==> src/rtl/pee_pkg.sv <==
// Package for the prefix expression evaluator core.
// Holds the character codes and status codes shared by the core and its users.
// No dependencies.
package pee_pkg;

	localparam logic [7:0] CH_ZERO  = 8'h30;
	localparam logic [7:0] CH_NINE  = 8'h39;
	localparam logic [7:0] CH_SPACE = 8'h20;
	localparam logic [7:0] CH_PLUS  = 8'h2B;
	localparam logic [7:0] CH_MINUS = 8'h2D;
	localparam logic [7:0] CH_STAR  = 8'h2A;
	localparam logic [7:0] CH_SLASH = 8'h2F;

	typedef enum logic [2:0] {
		ST_OK      = 3'd0,
		ST_DIV0    = 3'd1,
		ST_BADCHAR = 3'd2,
		ST_UNDER   = 3'd3,
		ST_OVER    = 3'd4
	} status_t;

endpackage

==> src/rtl/prefix_expression_evaluator_core.sv <==
// Prefix expression evaluator: a character sequencer, an operand stack memory and one shared
// adder/subtractor that runs the multiply and divide one bit per cycle.
// Depends on pee_pkg (character codes, status codes).
//
// Characters arrive one per transaction, last character first; final_item marks the first
// character and causes one result transaction. in_stall stays high while a character is in
// work: a digit is added into the number, a space pushes a pending number, and any other
// character pushes it, pops two operands, runs + and - once on the shared adder and * and /
// bit by bit, then pushes any result. A pop that finds the stack empty skips the memory
// read. Each pop goes through the registered memory read, and the shared adder runs one
// multiplier or quotient bit per cycle. The core then returns to idle, where the next
// character is taken. The final item also flushes the number, pops the result and loads
// the result register, and holds longer while an earlier result still waits. The result
// register lets the next expression start while a result waits to be taken. On a divide
// by zero or an unknown character the result is -1; the rest of the expression is skipped.
module prefix_expression_evaluator_core #(
	parameter int STACK_DEPTH = 64,
	parameter int DATA_WIDTH  = 32
) (
	input  logic               clk,
	input  logic               arst_n,
	input  logic               in_valid,
	output logic               in_stall,
	input  logic [7:0]         char_code,
	input  logic               final_item,
	output logic               out_valid,
	input  logic               out_stall,
	output logic signed [31:0] result_value,
	output logic [2:0]         status
);

	localparam int DW = DATA_WIDTH;
	localparam int AW = (STACK_DEPTH > 1) ? $clog2(STACK_DEPTH) : 1;
	localparam int CW = $clog2(STACK_DEPTH + 1);
	localparam int SW = $clog2(DATA_WIDTH);

	typedef enum logic [3:0] {
		S_IDLE,
		S_DISPATCH,
		S_POPA,
		S_TAKEA,
		S_POPB,
		S_TAKEB,
		S_OP,
		S_MUL,
		S_DIV,
		S_DIVEND,
		S_PUSH,
		S_FINISH,
		S_FIN_FLUSH,
		S_FIN_POP,
		S_FIN_TAKE,
		S_OUT
	} state_t;

	state_t            state_q;
	logic [7:0]        char_q;
	logic              final_q;
	logic [CW-1:0]     cnt_q;
	logic [DW-1:0]     acc_q;
	logic [DW-1:0]     wgt_q;
	logic              inside_q;
	pee_pkg::status_t  err_q;
	logic [DW-1:0]     opa_q;
	logic [DW-1:0]     opb_q;
	logic [DW-1:0]     res_q;
	logic [DW-1:0]     rem_q;
	logic              sign_q;
	logic [SW-1:0]     stp_q;
	logic [DW-1:0]     rd_q;
	logic              out_valid_q;
	logic signed [31:0] out_value_q;
	pee_pkg::status_t  out_status_q;

	logic [DW-1:0] stack_mem [STACK_DEPTH];

	logic              fatal;
	logic              is_digit;
	logic [3:0]        digit;
	logic [DW-1:0]     digit_term;
	logic              push_req;
	logic              push_ok;
	logic [DW-1:0]     push_data;
	logic              pop_req;
	logic              pop_ok;
	logic [AW-1:0]     rd_addr;
	logic [DW+1:0]     alu_x;
	logic [DW+1:0]     alu_y;
	logic              alu_sub;
	logic [DW+1:0]     alu_r;
	logic signed [DW-1:0] res_s;

	assign fatal    = (err_q == pee_pkg::ST_DIV0) || (err_q == pee_pkg::ST_BADCHAR);
	assign is_digit = (char_q >= pee_pkg::CH_ZERO) && (char_q <= pee_pkg::CH_NINE);
	assign digit    = char_q[3:0];
	assign digit_term = ({DW{digit[0]}} & wgt_q) + ({DW{digit[1]}} & (wgt_q << 1))
		+ ({DW{digit[2]}} & (wgt_q << 2)) + ({DW{digit[3]}} & (wgt_q << 3));

	always_comb begin
		push_req = 1'b0;
		pop_req  = 1'b0;
		case (state_q)
			S_DISPATCH:  push_req = !fatal && !is_digit && inside_q;
			S_FIN_FLUSH: push_req = inside_q;
			S_PUSH:      push_req = 1'b1;
			S_POPA, S_POPB, S_FIN_POP: pop_req = 1'b1;
			default: begin
				push_req = 1'b0;
				pop_req  = 1'b0;
			end
		endcase
	end

	assign push_ok   = push_req && (cnt_q < CW'(STACK_DEPTH));
	assign push_data = (state_q == S_PUSH) ? res_q : acc_q;
	assign pop_ok    = pop_req && (cnt_q != '0);
	assign rd_addr   = AW'(cnt_q - CW'(1));

	always_comb begin
		alu_x   = {2'b00, opa_q};
		alu_y   = {2'b00, opb_q};
		alu_sub = (char_q == pee_pkg::CH_MINUS);
		case (state_q)
			S_MUL: begin
				alu_x   = {2'b00, res_q};
				alu_y   = {2'b00, opa_q};
				alu_sub = 1'b0;
			end
			S_DIV: begin
				alu_x   = {1'b0, rem_q, opa_q[DW-1]};
				alu_y   = {2'b00, opb_q};
				alu_sub = 1'b1;
			end
			default: begin
				alu_x   = {2'b00, opa_q};
				alu_y   = {2'b00, opb_q};
				alu_sub = (char_q == pee_pkg::CH_MINUS);
			end
		endcase
	end

	assign alu_r = alu_x + (alu_sub ? ~alu_y : alu_y) + (DW + 2)'(alu_sub);
	assign res_s = res_q;

	always_ff @(posedge clk) begin
		if (push_ok)
			stack_mem[cnt_q[AW-1:0]] <= push_data;
		if (pop_ok)
			rd_q <= stack_mem[rd_addr];
	end

	always_ff @(posedge clk or negedge arst_n) begin
		if (!arst_n) begin
			state_q      <= S_IDLE;
			char_q       <= '0;
			final_q      <= 1'b0;
			cnt_q        <= '0;
			acc_q        <= '0;
			wgt_q        <= DW'(1);
			inside_q     <= 1'b0;
			err_q        <= pee_pkg::ST_OK;
			opa_q        <= '0;
			opb_q        <= '0;
			res_q        <= '0;
			rem_q        <= '0;
			sign_q       <= 1'b0;
			stp_q        <= '0;
			out_valid_q  <= 1'b0;
			out_value_q  <= '0;
			out_status_q <= pee_pkg::ST_OK;
		end else begin
			if (out_valid_q && !out_stall && state_q != S_OUT)
				out_valid_q <= 1'b0;
			if (push_ok)
				cnt_q <= cnt_q + CW'(1);
			else if (push_req && err_q == pee_pkg::ST_OK)
				err_q <= pee_pkg::ST_OVER;
			if (pop_ok)
				cnt_q <= cnt_q - CW'(1);
			else if (pop_req && err_q == pee_pkg::ST_OK)
				err_q <= pee_pkg::ST_UNDER;
			case (state_q)
				S_IDLE: begin
					if (in_valid) begin
						char_q  <= char_code;
						final_q <= final_item;
						state_q <= S_DISPATCH;
					end
				end
				S_DISPATCH: begin
					if (fatal) begin
						state_q <= S_FINISH;
					end else begin
						case (char_q) inside
							[pee_pkg::CH_ZERO:pee_pkg::CH_NINE]: begin
								acc_q    <= acc_q + digit_term;
								wgt_q    <= (wgt_q << 3) + (wgt_q << 1);
								inside_q <= 1'b1;
								state_q  <= S_FINISH;
							end
							pee_pkg::CH_SPACE: begin
								acc_q    <= '0;
								wgt_q    <= DW'(1);
								inside_q <= 1'b0;
								state_q  <= S_FINISH;
							end
							default: begin
								acc_q    <= '0;
								wgt_q    <= DW'(1);
								inside_q <= 1'b0;
								state_q  <= S_POPA;
							end
						endcase
					end
				end
				S_POPA: begin
					opa_q   <= '1;
					state_q <= pop_ok ? S_TAKEA : S_POPB;
				end
				S_TAKEA: begin
					opa_q   <= rd_q;
					state_q <= S_POPB;
				end
				S_POPB: begin
					opb_q   <= '1;
					state_q <= pop_ok ? S_TAKEB : S_OP;
				end
				S_TAKEB: begin
					opb_q   <= rd_q;
					state_q <= S_OP;
				end
				S_OP: begin
					case (char_q)
						pee_pkg::CH_PLUS, pee_pkg::CH_MINUS: begin
							res_q   <= alu_r[DW-1:0];
							state_q <= S_PUSH;
						end
						pee_pkg::CH_STAR: begin
							res_q   <= '0;
							stp_q   <= SW'(DW - 1);
							state_q <= S_MUL;
						end
						pee_pkg::CH_SLASH: begin
							if (opb_q == '0) begin
								err_q   <= pee_pkg::ST_DIV0;
								state_q <= S_FINISH;
							end else begin
								opa_q   <= opa_q[DW-1] ? (~opa_q + DW'(1)) : opa_q;
								opb_q   <= opb_q[DW-1] ? (~opb_q + DW'(1)) : opb_q;
								sign_q  <= opa_q[DW-1] ^ opb_q[DW-1];
								rem_q   <= '0;
								stp_q   <= SW'(DW - 1);
								state_q <= S_DIV;
							end
						end
						default: begin
							err_q   <= pee_pkg::ST_BADCHAR;
							state_q <= S_FINISH;
						end
					endcase
				end
				S_MUL: begin
					if (opb_q[0])
						res_q <= alu_r[DW-1:0];
					opa_q <= opa_q << 1;
					opb_q <= opb_q >> 1;
					stp_q <= stp_q - SW'(1);
					if (stp_q == '0)
						state_q <= S_PUSH;
				end
				S_DIV: begin
					if (!alu_r[DW+1]) begin
						rem_q <= alu_r[DW-1:0];
						opa_q <= {opa_q[DW-2:0], 1'b1};
					end else begin
						rem_q <= alu_x[DW-1:0];
						opa_q <= {opa_q[DW-2:0], 1'b0};
					end
					stp_q <= stp_q - SW'(1);
					if (stp_q == '0)
						state_q <= S_DIVEND;
				end
				S_DIVEND: begin
					res_q   <= sign_q ? (~opa_q + DW'(1)) : opa_q;
					state_q <= S_PUSH;
				end
				S_PUSH: begin
					state_q <= S_FINISH;
				end
				S_FINISH: begin
					if (!final_q)
						state_q <= S_IDLE;
					else if (fatal)
						state_q <= S_OUT;
					else
						state_q <= S_FIN_FLUSH;
				end
				S_FIN_FLUSH: begin
					acc_q    <= '0;
					wgt_q    <= DW'(1);
					inside_q <= 1'b0;
					state_q  <= S_FIN_POP;
				end
				S_FIN_POP: begin
					res_q   <= '1;
					state_q <= pop_ok ? S_FIN_TAKE : S_OUT;
				end
				S_FIN_TAKE: begin
					res_q   <= rd_q;
					state_q <= S_OUT;
				end
				S_OUT: begin
					if (!out_valid_q || !out_stall) begin
						out_valid_q  <= 1'b1;
						out_value_q  <= fatal ? '1 : 32'(res_s);
						out_status_q <= err_q;
						cnt_q        <= '0;
						acc_q        <= '0;
						wgt_q        <= DW'(1);
						inside_q     <= 1'b0;
						err_q        <= pee_pkg::ST_OK;
						state_q      <= S_IDLE;
					end
				end
				default: begin
					state_q <= S_IDLE;
				end
			endcase
		end
	end

	assign in_stall     = (state_q != S_IDLE);
	assign out_valid    = out_valid_q;
	assign result_value = out_value_q;
	assign status       = out_status_q;

`ifndef ASSERT_OFF
	a_count_bound: assert property (@(posedge clk) disable iff (!arst_n)
		cnt_q <= CW'(STACK_DEPTH))
		else $error("operand stack count beyond depth");

	a_busy_after_accept: assert property (@(posedge clk) disable iff (!arst_n)
		(in_valid && !in_stall) |=> in_stall)
		else $error("input taken while a character is in work");

	a_fatal_value: assert property (@(posedge clk) disable iff (!arst_n)
		(out_valid && (status == pee_pkg::ST_DIV0 || status == pee_pkg::ST_BADCHAR))
		|-> (result_value == -32'sd1))
		else $error("fatal status without -1 result");

	a_fatal_sticky: assert property (@(posedge clk) disable iff (!arst_n)
		(fatal && state_q != S_OUT) |=> (err_q == $past(err_q)))
		else $error("fatal status changed before the result");

	a_push_in_range: assert property (@(posedge clk) disable iff (!arst_n)
		push_ok |-> (cnt_q < CW'(STACK_DEPTH)))
		else $error("stack write past the top");
`endif

endmodule

==> config.mk <==
export PLATFORM = sky130hd
export DESIGN_NAME = prefix_expression_evaluator_core
export DESIGN_NICKNAME = d
export VERILOG_FILES = /design/src/rtl/pee_pkg.sv /design/src/rtl/prefix_expression_evaluator_core.sv
export SDC_FILE = /design/constraint.sdc
export NUM_CORES = 2
export LEC_CHECK = 0
export ABC_AREA = 0
export BUFFER_PORTS_ARGS = -buffer_cell sky130_fd_sc_hd__buf_2
export CAP_MARGIN = 5
export CELL_PAD_IN_SITES_DETAIL_PLACEMENT = 0
export CELL_PAD_IN_SITES_GLOBAL_PLACEMENT = 2
export CORE_ASPECT_RATIO = 0.6
export CORE_MARGIN = 5
export CORE_UTILIZATION = 33
export DETAILED_ROUTE_END_ITERATION = 12
export PLACE_DENSITY_LB_ADDON = 0.1
export SLEW_MARGIN = 15
export SYNTH_ARGS = -nofsm -noshare
export SYNTH_HDL_FRONTEND = slang
export SYNTH_SLANG_ARGS = --single-unit
export TNS_END_PERCENT = 30
==> constraint.sdc <==
create_clock -name clk -period 6.5 [get_ports clk]
set_input_delay 1.3 -clock clk [delete_from_list [all_inputs] [get_ports clk]]
set_output_delay 1.3 -clock clk [all_outputs]
set_load 0.01 [all_outputs]
==> summary.txt <==
Worst path cell trace -> buf_4 > nand2_1 > fa_1 > inv_1 > fa_1 > inv_1 > fa_1 > inv_1 > ha_1 > a2111oi_0 > o21ai_0 > a22oi_1 > a211oi_1 > o41ai_1 > buf_4 > nand2b_1 > a21oi_1 > xor2_1 > o21ai_0
RSZ-0062 raised after global routing -> no
Final Max Slew Viols -> 0
Distinct cell type count after synthesis -> 90
HP Class -> in -> async
Worst-path clk slew -> 70 ps
Via count -> 57488
Worst VDD drop -> 0.698 mV
CTS root buffer -> clkbuf_16
Syn Nets -> 6038
Tot Pwr -> 62.8 mW
Post-synthesis adder-cell area fraction -> 2.98%
Ys flop type -> edfxtp_1
Pwr Density -> 542 nW/um^2
Mapped Avg Cell Area -> 17.4 um^2
Vias per cell -> 5.61
Post-synthesis compound-gate area fraction -> 5.50%
Area taken by multi-input logic gates -> 31400 um^2
Final worst setup slack -> 932 ps
Number of enable flip-flop cells after synthesis -> 2080
DRT Wirelength -> 349000 um
Status -> completed
Max Clock Freq -> 180 MHz
Cts hold-fix bufs -> 0
Post-route clock period utilization -> 85.7%
Register bit total from synthesis -> 2338
Die width -> 726 um
Crit path DAT -> 6310 ps
Worst slew margin -> 20.4%
Mapped Cells -> 5837
Kind of critical path -> reg -> reg
Clock Skew -> 56.7 ps
Clock Tree Buf Depth -> 4
Crit-path max cell delay -> 620 ps
Area grow syn2layout -> 14.0%
Initial DRT Pass Iterations -> 5
CP Launch Type -> flop
# DRC -> 0
Mux share of post-synthesis cell area -> 15.7%
FILL cells -> 28152
Seq/Total Area, Yosys -> 67.9%
Post-DP HPWL -> 222000 um
Buf/Inv on CP -> 5
Combinational family with the most area after synthesis -> multiplexers
PostCTS Resize Cnt -> 0
Crit end category -> flop
Net count, final -> 6188
Pin count of the biggest net entering global routing -> 118
Worst-Skew Late Latency -> 900 ps
Worst Path Max Fanout -> 15
Sequential cell area -> 68900 um^2
Clock sink count -> 2338
Core ar. -> 306000 um^2
WP data required -> 7240 ps
Pleak -> 38.5 nW
Setup Fix Bufs, Post-CTS -> 0
Most common cell after layout, fill and taps aside -> edfxtp_1
Iter 0 DRT Violations -> 7365
Die Span Y -> 440 um
Simple-gate share of the synthesized area -> 4.48%
# rows -> 157
Synthesized area -> 102000 um^2
I/O pins -> 50
Most frequent cells in the layout -> edfxtp_1 (2080), mux4_2 (672), nand2_1 (380), dfrtp_1 (254), clkbuf_16 (230)
PortBufs -> 49
Global Route Usage Sum -> 21.5%
H-tree levels -> 4
Gpl congestion -> 0.810
Routed wire per std cell -> 34.1 um
Final hold vios -> 0
Vias in the first global route -> 56312
Sum of negative setup slack -> 0 ps
Async SR Flop Fraction -> 11.0%
Antenna Nets Post-Route -> 0
Antenna violations before repair -> 65
Layout cells sized above 1 -> 23.2%
First-pass GRT wire length -> 481000 um
XOR/XNOR Fraction of Synth Area -> 1.32%
Ys Warns -> 0
CP delay by family, top -> compound AO/OA/AOI/OAI gates
TritonCTS Buffers -> 229
Crit path max-delay cell type -> dfrtp_1
Worst-margin pin slew -> 1190 ps
Die area -> 319000 um^2
Initial Util -> 33.2%
CTS tree -> yes
Max-Cap Viols -> 0
Place WS -> 1060 ps
Total grt overflow -> 0
Final setup fails -> 0
Fin crit period -> 5570 ps
## cells in the mapped netlist (85+ instances only)
cell type / instances / share of area [%]
inv_1: 221 / 0.82
dfrtp_1: 257 / 6.3
fa_1: 90 / 1.8
a21oi_1: 208 / 1.0
nor2_1: 273 / 1.0
edfxtp_1: 2080 / 62
mux4_2: 672 / 15
xor2_1: 85 / 0.73
ha_1: 98 / 1.2
o21ai_0: 216 / 1.1
nand2_1: 381 / 1.4
clkbuf_1: 285 / 1.1
## cell families after synthesis
family / count (synthesis)
compound gates: 847
flops: 2338
fa+ha+maj: 188
xor+xnor: 153
simple gates: 989
buf+inv: 575
mux: 747
## layout make-up
| cell class | instances | share of cell area, % |
|---|---|---|
| multi-input cells | 2924 | 27.1 |
| clock inverters | 121 | 1.02 |
| repair buffers | 272 | 1.97 |
| inverters | 222 | 0.720 |
| diodes | 27 | 0.0584 |
| clock buffers | 283 | 5.20 |
| well taps | 4054 | 4.38 |
| flip-flops and latches | 2338 | 59.5 |
## layer usage
metal	wire length [um]	global-route usage (%)
met2	138000	28.3
met4	4650	2.95
met3	26900	4.48
met1	180000	36.3
met5	103	0
## worst register-to-register path: stages (launching register included)
cell and delay (ps):
dfrtp_1 620, buf_4 340, nand2_1 120, fa_1 510, inv_1 60, fa_1 480
inv_1 50, fa_1 490, inv_1 50, ha_1 230, a2111oi_0 450, o21ai_0 250
a22oi_1 420, a211oi_1 310, o41ai_1 390, buf_4 190, nand2b_1 60, a21oi_1 170
xor2_1 160, o21ai_0 90
## flip-flops by register name, summed over array words and instances, names as in the netlist, 4 cells and up
register      cells
opa_q            32
cnt_q             7
acc_q            32
rd_q             32
result_value     32
opb_q            32
state_q           4
rem_q            32
char_q            8
stp_q             5
stack_mem      2048
wgt_q            32
res_q            32
## power by group
| group | total [mW] | internal [mW] | switching, mW |
|---|---|---|---|
| logic | 29.4 | 10.6 | 18.8 |
| registers | 20.0 | 18.5 | 1.57 |
| clock network | 13.3 | 7.34 | 5.97 |
| total | 62.8 | 36.4 | 26.4 |
## path summary, 6_finish.rpt
path | from | to | slack [ps] | depth (start not counted)
max | char_q[0]$_DFFE_PN0P_ | acc_q[29]$_DFFE_PN0P_ | 930 | 19
min | arst_n | wgt_q[5]$_DFFE_PN0P_ | 430 | 1
max reg2reg | char_q[0]$_DFFE_PN0P_ | acc_q[29]$_DFFE_PN0P_ | 930 | 19
min reg2reg | acc_q[8]$_DFFE_PN0P_ | acc_q[8]$_DFFE_PN0P_ | 490 | 2
max in group asynchronous | arst_n | opa_q[28]$_DFFE_PN0P_ | 4680 | 2
min in group clk | acc_q[8]$_DFFE_PN0P_ | acc_q[8]$_DFFE_PN0P_ | 490 | 2
## through the flow
| stage | instances | cell area, um^2 | hold WS, ps | util (%) |
|---|---|---|---|---|
| floorplan | 5837 | 102000 | 439 | - |
| global placement | 9810 | 108000 | 463 | 35.5 |
| detailed placement | 9810 | 108000 | 469 | 35.5 |
| CTS | 10214 | 116000 | 423 | 37.8 |
| global route | 10215 | 116000 | 444 | 37.8 |
| finish | 10241 | 116000 | 431 | 37.9 |
Power figures use the tool's default switching activity.
